$ cat config.mk
export PLATFORM = sky130hd
export DESIGN_NAME = variance_stdev_accumulator_flat
export DESIGN_NICKNAME = d
export VERILOG_FILES = /design/src/hdl/vsa_pkg.sv /design/src/hdl/vsa_if.sv /design/src/hdl/vsa_accum.sv /design/src/hdl/vsa_alu.sv /design/src/hdl/vsa_engine.sv /design/src/hdl/variance_stdev_accumulator.sv /design/src/flat_wrapper.sv
export SDC_FILE = /design/constraint.sdc
export NUM_CORES = 2
export LEC_CHECK = 0
export ABC_AREA = 1
export BUFFER_PORTS_ARGS = -buffer_cell sky130_fd_sc_hd__buf_2
export CAP_MARGIN = 20
export CORE_UTILIZATION = 60
export CTS_CLUSTER_DIAMETER = 30
export CTS_CLUSTER_SIZE = 30
export DETAILED_ROUTE_END_ITERATION = 16
export PLACE_DENSITY = 0.76
export SYNTH_ARGS = -nofsm -noshare
export SYNTH_HDL_FRONTEND = slang
export SYNTH_HIERARCHICAL = 1
export SYNTH_SLANG_ARGS = --single-unit
$ cat constraint.sdc
create_clock -name clk -period 17.7 [get_ports clk]
set_input_delay 2.655 -clock clk [delete_from_list [all_inputs] [get_ports clk]]
set_output_delay 2.655 -clock clk [all_outputs]
set_load 0.02 [all_outputs]
$ cat src/hdl/vsa_pkg.sv
// Shared types and constants of the variance / standard deviation accumulator.
// No dependencies; imported by every other file but vsa_alu and the assertion header.
package vsa_pkg;

  // Fixed field widths
  localparam int SAMPLE_W = 24;
  localparam int RESULT_W = 49;
  localparam int STATUS_W = 2;
  localparam int ROOT_W   = (RESULT_W + 1) / 2;
  localparam int CFG_IDX_W  = 1;
  localparam int CFG_DATA_W = 1;

  // Smallest set that a sample divisor accepts
  localparam int MIN_SAMPLE_SET = 2;

  // Result status codes
  localparam logic [STATUS_W-1:0] STATUS_OK       = 2'd0;
  localparam logic [STATUS_W-1:0] STATUS_DIV_ZERO = 2'd1;
  localparam logic [STATUS_W-1:0] STATUS_OVERFLOW = 2'd2;

  // Configuration register indexes
  localparam logic [CFG_IDX_W-1:0] CFG_SAMPLE_DIVISOR = 1'd0;
  localparam logic [CFG_IDX_W-1:0] CFG_TAKE_ROOT      = 1'd1;

  // Closing sequencer states
  typedef enum logic [3:0] {
    ST_IDLE,
    ST_PREP,
    ST_MUL_B,
    ST_LOAD_A,
    ST_MUL_A,
    ST_SUB,
    ST_DIV,
    ST_SAT,
    ST_SQRT,
    ST_WRITE
  } state_t;

endpackage

$ cat src/hdl/vsa_if.sv
// Valid/ready channel interfaces for sample beats and result beats.
// Depends on vsa_pkg for the field widths.
interface vsa_in_if
  import vsa_pkg::*;
();
  logic                       valid;
  logic                       ready;
  logic signed [SAMPLE_W-1:0] sample_value;
  logic                       has_value;
  logic                       last_of_set;

  modport source (output valid, sample_value, has_value, last_of_set, input ready);
  modport sink   (input valid, sample_value, has_value, last_of_set, output ready);
endinterface

interface vsa_out_if
  import vsa_pkg::*;
();
  logic                valid;
  logic                ready;
  logic [RESULT_W-1:0] result_value;
  logic [STATUS_W-1:0] status;

  modport source (output valid, result_value, status, input ready);
  modport sink   (input valid, result_value, status, output ready);
endinterface

$ cat src/hdl/vsa_accum.sv
// Per-sample accumulation of count, sum and sum of squares.
// Depends on vsa_pkg; instantiated by the top level.
module vsa_accum
  import vsa_pkg::*;
#(
  parameter int MAX_SAMPLES = 4096
) (
  input  logic                       clk,
  input  logic                       rst_n,
  input  logic                       take,
  input  logic signed [SAMPLE_W-1:0] sample_value,
  input  logic                       clear,
  output logic [$clog2(MAX_SAMPLES+1)-1:0]          count,
  output logic signed [SAMPLE_W+$clog2(MAX_SAMPLES+1)-1:0] sum,
  output logic [2*SAMPLE_W-2+$clog2(MAX_SAMPLES+1)-1:0]    square_sum,
  output logic                       overflowed
);

  localparam int CNT_W = $clog2(MAX_SAMPLES + 1);
  localparam int SUM_W = SAMPLE_W + CNT_W;
  localparam int SQ_W  = 2 * SAMPLE_W - 2 + CNT_W;

  logic [CNT_W-1:0]        cnt_r, cnt_nxt;
  logic signed [SUM_W-1:0] sum_r, sum_nxt;
  logic [SQ_W-1:0]         sq_sum_r, sq_sum_nxt;
  logic                    ovf_r, ovf_nxt;
  logic [2*SAMPLE_W-1:0]   sq_r, sq_nxt;
  logic                    pend_r, pend_nxt;
  logic [SAMPLE_W-1:0]     mag;
  logic                    full;

  // Magnitude of the sample; the most negative value still fits unsigned
  assign mag  = sample_value[SAMPLE_W-1] ? SAMPLE_W'(-sample_value) : SAMPLE_W'(sample_value);
  assign full = (cnt_r == CNT_W'(MAX_SAMPLES));

  // Count and sum in the beat cycle, square sum in the cycle after
  always_comb begin
    cnt_nxt    = cnt_r;
    sum_nxt    = sum_r;
    ovf_nxt    = ovf_r;
    sq_nxt     = sq_r;
    pend_nxt   = 1'b0;
    sq_sum_nxt = pend_r ? sq_sum_r + SQ_W'(sq_r) : sq_sum_r;
    if (clear) begin
      cnt_nxt    = '0;
      sum_nxt    = '0;
      sq_sum_nxt = '0;
      ovf_nxt    = 1'b0;
    end else if (take) begin
      if (full) begin
        ovf_nxt = 1'b1;
      end else begin
        cnt_nxt  = cnt_r + CNT_W'(1);
        sum_nxt  = sum_r + {{(SUM_W-SAMPLE_W){sample_value[SAMPLE_W-1]}}, sample_value};
        sq_nxt   = mag * mag;
        pend_nxt = 1'b1;
      end
    end
  end

  always_ff @(posedge clk) begin
    if (!rst_n) begin
      cnt_r    <= '0;
      sum_r    <= '0;
      sq_sum_r <= '0;
      ovf_r    <= 1'b0;
      pend_r   <= 1'b0;
    end else begin
      cnt_r    <= cnt_nxt;
      sum_r    <= sum_nxt;
      sq_sum_r <= sq_sum_nxt;
      ovf_r    <= ovf_nxt;
      pend_r   <= pend_nxt;
    end
  end

  // Square product holds no reset
  always_ff @(posedge clk) begin
    sq_r <= sq_nxt;
  end

  assign count      = cnt_r;
  assign sum        = sum_r;
  assign square_sum = sq_sum_r;
  assign overflowed = ovf_r;

endmodule

$ cat src/hdl/vsa_alu.sv
// Shared add/subtract unit of the closing sequencer.
// No package dependency; instantiated by vsa_engine.
module vsa_alu #(
  parameter int W = 72
) (
  input  logic [W-1:0] a,
  input  logic [W-1:0] b,
  input  logic         sub,
  output logic [W-1:0] sum,
  output logic         borrow
);

  logic [W:0] full;

  // Subtract as a plus inverted b plus one; no carry out means a borrow
  assign full   = {1'b0, a} + {1'b0, (sub ? ~b : b)} + {{W{1'b0}}, sub};
  assign sum    = full[W-1:0];
  assign borrow = sub & ~full[W];

endmodule

$ cat src/hdl/vsa_engine.sv
// Closing sequencer: shift-add multiplies, restoring divide and digit square root,
// all on one shared adder, plus the result register. Depends on vsa_pkg, vsa_alu.
module vsa_engine
  import vsa_pkg::*;
#(
  parameter int MAX_SAMPLES = 4096
) (
  input  logic clk,
  input  logic rst_n,
  input  logic start,
  input  logic sample_div,
  input  logic take_root,
  input  logic [$clog2(MAX_SAMPLES+1)-1:0]                 count,
  input  logic signed [SAMPLE_W+$clog2(MAX_SAMPLES+1)-1:0] sum,
  input  logic [2*SAMPLE_W-2+$clog2(MAX_SAMPLES+1)-1:0]    square_sum,
  input  logic overflowed,
  output logic idle,
  output logic clear,
  output logic                out_valid,
  input  logic                out_ready,
  output logic [RESULT_W-1:0] out_result,
  output logic [STATUS_W-1:0] out_status
);

  localparam int CNT_W  = $clog2(MAX_SAMPLES + 1);
  localparam int SUM_W  = SAMPLE_W + CNT_W;
  localparam int SQ_W   = 2 * SAMPLE_W - 2 + CNT_W;
  localparam int MW     = SUM_W - 1;
  localparam int NUM_W  = SQ_W + CNT_W;
  localparam int DEN_W  = 2 * CNT_W;
  localparam int ITER_W = $clog2(NUM_W + 1);

  state_t state_r, state_nxt;

  logic [NUM_W-1:0]    acc_r, num_r;
  logic [SQ_W-1:0]     mcand_r;
  logic [MW-1:0]       mplier_r;
  logic [DEN_W-1:0]    den_r;
  logic [ROOT_W-1:0]   root_r;
  logic [RESULT_W-1:0] res_r;
  logic [STATUS_W-1:0] st_r;
  logic [ITER_W-1:0]   iter_r;
  logic                out_valid_r;
  logic [RESULT_W-1:0] out_result_r;
  logic [STATUS_W-1:0] out_status_r;

  logic [NUM_W-1:0]    alu_a, alu_b, alu_sum;
  logic                alu_sub, alu_borrow;
  logic                last_iter, out_free, too_few, load_out;
  logic [CNT_W-1:0]    divisor;
  logic [MW-1:0]       smag;
  logic [RESULT_W-1:0] sat;
  logic [ROOT_W-1:0]   root_step;

  vsa_alu #(.W(NUM_W)) u_alu (
    .a      (alu_a),
    .b      (alu_b),
    .sub    (alu_sub),
    .sum    (alu_sum),
    .borrow (alu_borrow)
  );

  assign last_iter = (iter_r == ITER_W'(1));
  assign out_free  = !out_valid_r || out_ready;
  assign too_few   = sample_div ? (count < CNT_W'(MIN_SAMPLE_SET)) : (count == '0);
  assign divisor   = sample_div ? count - CNT_W'(1) : count;
  assign smag      = sum[SUM_W-1] ? MW'(-sum) : MW'(sum);
  assign sat       = (|num_r[NUM_W-1:RESULT_W]) ? '1 : num_r[RESULT_W-1:0];
  assign root_step = {root_r[ROOT_W-2:0], !alu_borrow};

  // Next state
  always_comb begin
    state_nxt = state_r;
    case (state_r)
      ST_IDLE:   if (start) state_nxt = ST_PREP;
      ST_PREP:   state_nxt = (overflowed || too_few) ? ST_WRITE : ST_MUL_B;
      ST_MUL_B:  if (last_iter) state_nxt = ST_LOAD_A;
      ST_LOAD_A: state_nxt = ST_MUL_A;
      ST_MUL_A:  if (last_iter) state_nxt = ST_SUB;
      ST_SUB:    state_nxt = ST_DIV;
      ST_DIV:    if (last_iter) state_nxt = ST_SAT;
      ST_SAT:    state_nxt = take_root ? ST_SQRT : ST_WRITE;
      ST_SQRT:   if (last_iter) state_nxt = ST_WRITE;
      ST_WRITE:  if (out_free) state_nxt = ST_IDLE;
      default:   state_nxt = ST_IDLE;
    endcase
  end

  // Adder operands and handshake controls
  always_comb begin
    alu_a    = '0;
    alu_b    = '0;
    alu_sub  = 1'b0;
    idle     = 1'b0;
    load_out = 1'b0;
    case (state_r)
      ST_IDLE: begin
        idle = 1'b1;
      end
      ST_MUL_B, ST_MUL_A: begin
        alu_a = {acc_r[NUM_W-2:0], 1'b0};
        alu_b = mplier_r[MW-1] ? NUM_W'(mcand_r) : '0;
      end
      ST_SUB: begin
        alu_a   = acc_r;
        alu_b   = num_r;
        alu_sub = 1'b1;
      end
      ST_DIV: begin
        alu_a   = {acc_r[NUM_W-2:0], num_r[NUM_W-1]};
        alu_b   = NUM_W'(den_r);
        alu_sub = 1'b1;
      end
      ST_SQRT: begin
        alu_a   = {acc_r[NUM_W-3:0], num_r[2*ROOT_W-1 -: 2]};
        alu_b   = NUM_W'({root_r, 2'b01});
        alu_sub = 1'b1;
      end
      ST_WRITE: begin
        load_out = out_free;
      end
      default: begin
        idle = 1'b0;
      end
    endcase
  end

  assign clear = load_out;

  // Control registers
  always_ff @(posedge clk) begin
    if (!rst_n) begin
      state_r     <= ST_IDLE;
      iter_r      <= '0;
      out_valid_r <= 1'b0;
    end else begin
      state_r <= state_nxt;
      if (load_out) begin
        out_valid_r <= 1'b1;
      end else if (out_ready) begin
        out_valid_r <= 1'b0;
      end
      case (state_r)
        ST_PREP:   iter_r <= ITER_W'(MW);
        ST_LOAD_A: iter_r <= ITER_W'(CNT_W);
        ST_SUB:    iter_r <= ITER_W'(NUM_W);
        ST_SAT:    iter_r <= ITER_W'(ROOT_W);
        ST_MUL_B, ST_MUL_A, ST_DIV, ST_SQRT: iter_r <= iter_r - ITER_W'(1);
        default:   iter_r <= iter_r;
      endcase
    end
  end

  // Datapath registers advance with the sequencer
  always_ff @(posedge clk) begin
    case (state_r)
      ST_PREP: begin
        den_r    <= count * divisor;
        mcand_r  <= SQ_W'(smag);
        mplier_r <= smag;
        acc_r    <= '0;
        res_r    <= '0;
        if (overflowed) begin
          st_r <= STATUS_OVERFLOW;
        end else if (too_few) begin
          st_r <= STATUS_DIV_ZERO;
        end else begin
          st_r <= STATUS_OK;
        end
      end
      ST_MUL_B, ST_MUL_A: begin
        acc_r    <= alu_sum;
        mplier_r <= {mplier_r[MW-2:0], 1'b0};
      end
      ST_LOAD_A: begin
        num_r    <= acc_r;
        acc_r    <= '0;
        mcand_r  <= square_sum;
        mplier_r <= {count, {(MW-CNT_W){1'b0}}};
      end
      ST_SUB: begin
        num_r <= alu_borrow ? '0 : alu_sum;
        acc_r <= '0;
      end
      ST_DIV: begin
        // Keep the shifted remainder when the divisor does not fit
        acc_r <= alu_borrow ? alu_a : alu_sum;
        num_r <= {num_r[NUM_W-2:0], !alu_borrow};
      end
      ST_SAT: begin
        num_r  <= NUM_W'(sat);
        res_r  <= sat;
        acc_r  <= '0;
        root_r <= '0;
      end
      ST_SQRT: begin
        // Keep the shifted remainder when the trial value does not fit
        acc_r  <= alu_borrow ? alu_a : alu_sum;
        num_r  <= {num_r[NUM_W-3:0], 2'b00};
        root_r <= root_step;
        res_r  <= RESULT_W'(root_step);
      end
      default: begin
        acc_r <= acc_r;
      end
    endcase
    if (load_out) begin
      out_result_r <= res_r;
      out_status_r <= st_r;
    end
  end

  assign out_valid  = out_valid_r;
  assign out_result = out_result_r;
  assign out_status = out_status_r;

endmodule

$ cat src/hdl/variance_stdev_accumulator.sv
// Variance / standard deviation accumulator. A sample beat that does not close
// its set is taken back to back while the sequencer is idle. A closing beat
// runs the closing sequence on one shared adder before the next beat is taken:
// a shift-add square of the sum, a shift-add product of count and sum of
// squares, a restoring divide by n*d (one quotient bit a cycle over the
// numerator width) and, in root mode, a two-bits-a-cycle square root, plus
// setup and hand-off. A set that closes with too few samples or with a count
// overflow skips the arithmetic and goes straight to the hand-off. The
// finished result sits in an output register and sample beats of the next set
// are taken while it waits.
module variance_stdev_accumulator
  import vsa_pkg::*;
#(
  parameter int MAX_SAMPLES = 4096
) (
  input  logic                  clk,
  input  logic                  rst_n,
  vsa_in_if.sink                in_ch,
  vsa_out_if.source             out_ch,
  input  logic                  cfg_we,
  input  logic [CFG_IDX_W-1:0]  cfg_index,
  input  logic [CFG_DATA_W-1:0] cfg_wdata
);

  localparam int CNT_W = $clog2(MAX_SAMPLES + 1);
  localparam int SUM_W = SAMPLE_W + CNT_W;
  localparam int SQ_W  = 2 * SAMPLE_W - 2 + CNT_W;

  logic sample_div_r, take_root_r;
  logic in_beat, idle, clear;
  logic [CNT_W-1:0]        count;
  logic signed [SUM_W-1:0] sum;
  logic [SQ_W-1:0]         square_sum;
  logic                    overflowed;

  // Configuration registers
  always_ff @(posedge clk) begin
    if (!rst_n) begin
      sample_div_r <= 1'b1;
      take_root_r  <= 1'b0;
    end else if (cfg_we) begin
      case (cfg_index)
        CFG_SAMPLE_DIVISOR: sample_div_r <= cfg_wdata[0];
        CFG_TAKE_ROOT:      take_root_r  <= cfg_wdata[0];
        default:            sample_div_r <= sample_div_r;
      endcase
    end
  end

  assign in_ch.ready = idle;
  assign in_beat     = in_ch.valid && idle;

  vsa_accum #(.MAX_SAMPLES(MAX_SAMPLES)) u_accum (
    .clk          (clk),
    .rst_n        (rst_n),
    .take         (in_beat && in_ch.has_value),
    .sample_value (in_ch.sample_value),
    .clear        (clear),
    .count        (count),
    .sum          (sum),
    .square_sum   (square_sum),
    .overflowed   (overflowed)
  );

  vsa_engine #(.MAX_SAMPLES(MAX_SAMPLES)) u_engine (
    .clk        (clk),
    .rst_n      (rst_n),
    .start      (in_beat && in_ch.last_of_set),
    .sample_div (sample_div_r),
    .take_root  (take_root_r),
    .count      (count),
    .sum        (sum),
    .square_sum (square_sum),
    .overflowed (overflowed),
    .idle       (idle),
    .clear      (clear),
    .out_valid  (out_ch.valid),
    .out_ready  (out_ch.ready),
    .out_result (out_ch.result_value),
    .out_status (out_ch.status)
  );

endmodule

$ cat src/flat_wrapper.sv
// flat-port wrapper written by rule: the top's interface ports become plain ports
module variance_stdev_accumulator_flat import vsa_pkg::*;
#(
  parameter int MAX_SAMPLES = 4096
)
  (clk, rst_n, cfg_we, cfg_index, cfg_wdata, in_ch_valid, in_ch_sample_value, in_ch_has_value, in_ch_last_of_set, in_ch_ready, out_ch_valid, out_ch_result_value, out_ch_status, out_ch_ready);
  vsa_in_if in_ch_i ();
  vsa_out_if out_ch_i ();
  input  logic clk;
  input  logic rst_n;
  input  logic cfg_we;
  input  logic [CFG_IDX_W-1:0] cfg_index;
  input  logic [CFG_DATA_W-1:0] cfg_wdata;
  input wire logic [$bits(in_ch_i.valid)-1:0] in_ch_valid;
  input wire logic [$bits(in_ch_i.sample_value)-1:0] in_ch_sample_value;
  input wire logic [$bits(in_ch_i.has_value)-1:0] in_ch_has_value;
  input wire logic [$bits(in_ch_i.last_of_set)-1:0] in_ch_last_of_set;
  output wire logic [$bits(in_ch_i.ready)-1:0] in_ch_ready;
  output wire logic [$bits(out_ch_i.valid)-1:0] out_ch_valid;
  output wire logic [$bits(out_ch_i.result_value)-1:0] out_ch_result_value;
  output wire logic [$bits(out_ch_i.status)-1:0] out_ch_status;
  input wire logic [$bits(out_ch_i.ready)-1:0] out_ch_ready;
  assign in_ch_i.valid = in_ch_valid;
  assign in_ch_i.sample_value = in_ch_sample_value;
  assign in_ch_i.has_value = in_ch_has_value;
  assign in_ch_i.last_of_set = in_ch_last_of_set;
  assign in_ch_ready = in_ch_i.ready;
  assign out_ch_valid = out_ch_i.valid;
  assign out_ch_result_value = out_ch_i.result_value;
  assign out_ch_status = out_ch_i.status;
  assign out_ch_i.ready = out_ch_ready;
  variance_stdev_accumulator #(.MAX_SAMPLES(MAX_SAMPLES)) u_core (.clk(clk), .rst_n(rst_n), .in_ch(in_ch_i), .out_ch(out_ch_i), .cfg_we(cfg_we), .cfg_index(cfg_index), .cfg_wdata(cfg_wdata));
endmodule
==> impl_metrics.tcl <==
set metrics [dict create \
    cp_max_fo 21 \
    period_minus_slack_ps 10890 \
    cts_buffer_depth 3 \
    dp_hpwl_mm 168 \
    dpl_worst_slack_ps 6100 \
    crit_path_end_kind "register" \
    yosys.area_share.simple_pct 26.6 \
    cp-start-kind "input pin" \
    rsz0062_at_grt "false" \
    synth-compound-area-share_pct 8.27 \
    globalplace.congestion 1.03 \
    cp_common_cell "fa_1" \
    wl_per_cell_um 20.1 \
    postCtsResizedCells 0 \
    die_h_um 331 \
    synth.mux.area_fraction_pct 0 \
    fin_skew_ps 58.5 \
    required_ps 18210 \
    synth-seq-area-share_pct 24.2 \
    placed_cell_area_um2 66400 \
    clkTransAtPathRegs_ps 50 \
    r2r_start "u_core/u_engine/state_r[2]$_SDFFE_PN0P_" \
    numPortBuffers 85 \
    htree_levels 4 \
    status "finished, final reports clean" \
    fill_cells 9333 \
    synthXorXnorAreaFrac_pct 3.06 \
    max_slew_margin_pct 27.5 \
    first_global_vias 59000 \
    yosysWarnings 6 \
    totalWireLength_mm 215 \
    slowest_delay_ps 920 \
    num_io_pins 86 \
    rr_worst_depth 30 \
    maxSlewViolCount 0 \
    synth_edf_count 439 \
    drt_iter0_drc 6663 \
    crit_end "u_core/u_accum/sq_r[46]$_DFFE_PP_" \
    fin_nets 10200 \
    final_area_um2 71300 \
    final.period_utilization_pct 61.5 \
    synthDistinctLibCells 59 \
    synth_seq_cells 564 \
    hold_slack_ps 398 \
    rows 120 \
    coreArea_um2 107000 \
    fin_tns_setup_ps 0 \
    initial_utilization_pct 60.6 \
    avgViaCountPerCell 5.67 \
    startpoint "in_ch_sample_value[0]" \
    cts_setup_buffers 0 \
    areaGrowthSynthToFinish_pct 10.0 \
    reg2reg_slack_ps 9260 \
    clk_latency_ps 780 \
    grt_overflow 0 \
    grt_pass1_wl_mm 332 \
    fin_ws_ps 6810 \
    first_pass_iters 8 \
    antenna_found_initial 3 \
    crit_path_top_delay_cell "clkinv_1" \
    vias 60700 \
    crit_arrival_ps 11400 \
    setup_viol 0 \
    fmax_mhz 91.8 \
    hold_viol 0 \
    ys.flop_type "edfxtp_1" \
    syn_area_um2 64800 \
    worstMarginPinSlew_ps 1090 \
    crit_type "input pin to register" \
    cts_buffers 138 \
    syn_avg_cell_area_um2 7.11 \
    synthAdderAreaFrac_pct 24.8 \
    regArea_um2 15700 \
    cts.sinks 564 \
    grt_max_degree 85 \
    reg2reg_to "u_core/u_engine/num_r[36]$_DFFE_PP_" \
    die_area_um2 109000 \
    synth_top_family_by_area "simple AND/OR/NAND/NOR gates" \
    ctsRootBufferMaster "clkbuf_16" \
    fp.dieW_um 331 \
    cts_tree "done" \
    hp-class "register to register" \
    async_flop_share_pct 0 \
    ctsHoldBuffers 0 \
    ant_nets 0 \
    drc 0 \
    grt_usage_pct 39.7 \
    maxCapViolCount 0 \
    multiInputGateArea_um2 40800 \
    worstHoldPathCells 0 \
    synthCells 9123 \
    drive_gt1_share_pct 5.55 \
]
registers in the layout, summed over array words and instances, names as in the netlist, 37 cells and up:
signal	flops
u_core/u_engine/acc_r	72
u_core/u_engine/num_r	72
u_core/u_accum/square_sum	59
u_core/u_engine/mcand_r	59
u_core/u_engine/out_result	49
u_core/u_engine/res_r	49
u_core/u_accum/sq_r	47
u_core/u_accum/sum	37
worst max-delay path: cells and delay by family:
family | cells | cell delay [ps]
fa+ha+maj | 9 | 4400
buf+inv | 9 | 1980
simple gates | 8 | 1810
compound gates | 3 | 550
cell usage in the layout, fill, tap and decap left out, types with 19 or more instances in the layout:
master     count
xnor2_1       27
dfxtp_1      124
inv_2         28
fa_1         552
inv_1       1918
conb_1        19
nand4_1       95
o21bai_1      28
nor2_2        19
xor2_1       196
a31oi_1       20
a221oi_1      21
o2111ai_1     19
o22ai_1       41
o21ai_1       41
nor2_1       926
buf_4         45
buf_2         85
edfxtp_1     439
a21oi_1      325
nor3_1        83
o21ai_0      335
clkinv_2      24
ha_1         404
a22oi_1       21
nand3_1      434
nand2_2       33
nand2_1     2558
clkbuf_16    140
cells in the mapped netlist, drive strengths merged, types with 5 or more instances:
cell type,instances,area share (%)
edfxtp,439,20
nor4,8,0.077
nand3,444,3.5
a21o,10,0.12
nand4,96,0.94
o32ai,15,0.20
o21bai,28,0.32
o22ai,41,0.40
ha,404,7.8
xor2,197,2.7
o211ai,19,0.26
clkbuf,117,0.68
and3,6,0.058
a221oi,21,0.28
a22oi,21,0.24
o2111ai,19,0.26
nor2,961,5.8
xnor2,27,0.36
a31oi,20,0.19
nand3b,12,0.14
a21boi,18,0.21
dfxtp,125,3.9
or2,13,0.13
buf,126,1.0
o21ai,378,2.9
and2,5,0.048
nor3,84,0.66
o31ai,12,0.14
clkinv,10,0.058
o21a,7,0.081
inv,1950,11
fa,552,17
a21oi,326,2.5
nand2,2601,15
cells by family (layout without fill, tap and decap cells):
kind of cell	after synthesis	after routing
AOI/OAI and AO/OA	944	944
buffers and inverters	2203	2350
and+or+nand+nor	4230	4230
DFF	564	564
xor gates and xnor gates	224	224
other	2	21
adders and majority gates	956	956
area by class of cell:
type	instances	area share [%]
flip-flops and latches	564	22.0
clock buffers	157	5.10
well taps	1403	2.46
inverters	1960	10.3
repair buffers	136	1.25
diodes	2	0.00702
multi-input cells	6373	57.2
clock inverters	97	1.64
metal layers:
layer / GRT usage [%] / wire, um / up-vias
li1: - / - / 28400
met4: 20.8 / 12100 / 2
met2: 62.8 / 96900 / 3104
met5: 0 / 13 / -
met1: 51.9 / 86400 / 28500
met3: 7.02 / 19500 / 649
metrics by stage:
step           cells  utilization [%]
2_1_floorplan   9140                -
3_3_place_gp   10400             62.0
3_5_place_dp   10400             62.0
4_1_cts        10700             66.5
5_1_grt        10700             66.6
6_report       10700             66.6
how the worst min path moves through the flow:
stage	slack [ps]	endpoint	start
after global placement	400	u_core/u_engine/out_result[10]$_DFFE_PP_	u_core/u_engine/res_r[10]$_DFFE_PP_
after floorplan	400	u_core/u_engine/out_result[0]$_DFFE_PP_	u_core/u_engine/res_r[0]$_DFFE_PP_
after global routing	410	u_core/u_engine/out_status[0]$_DFFE_PP_	u_core/u_engine/st_r[0]$_SDFFCE_PP0P_
after CTS	390	u_core/u_engine/out_status[0]$_DFFE_PP_	u_core/u_engine/st_r[0]$_SDFFCE_PP0P_
final	400	u_core/u_engine/out_status[0]$_DFFE_PP_	u_core/u_engine/st_r[0]$_SDFFCE_PP0P_
after detailed placement	400	u_core/u_engine/out_result[13]$_DFFE_PP_	u_core/u_engine/res_r[13]$_DFFE_PP_
Power is not shown: default switching activity piles up to over one toggle a cycle in this logic, so the estimate is an artifact.
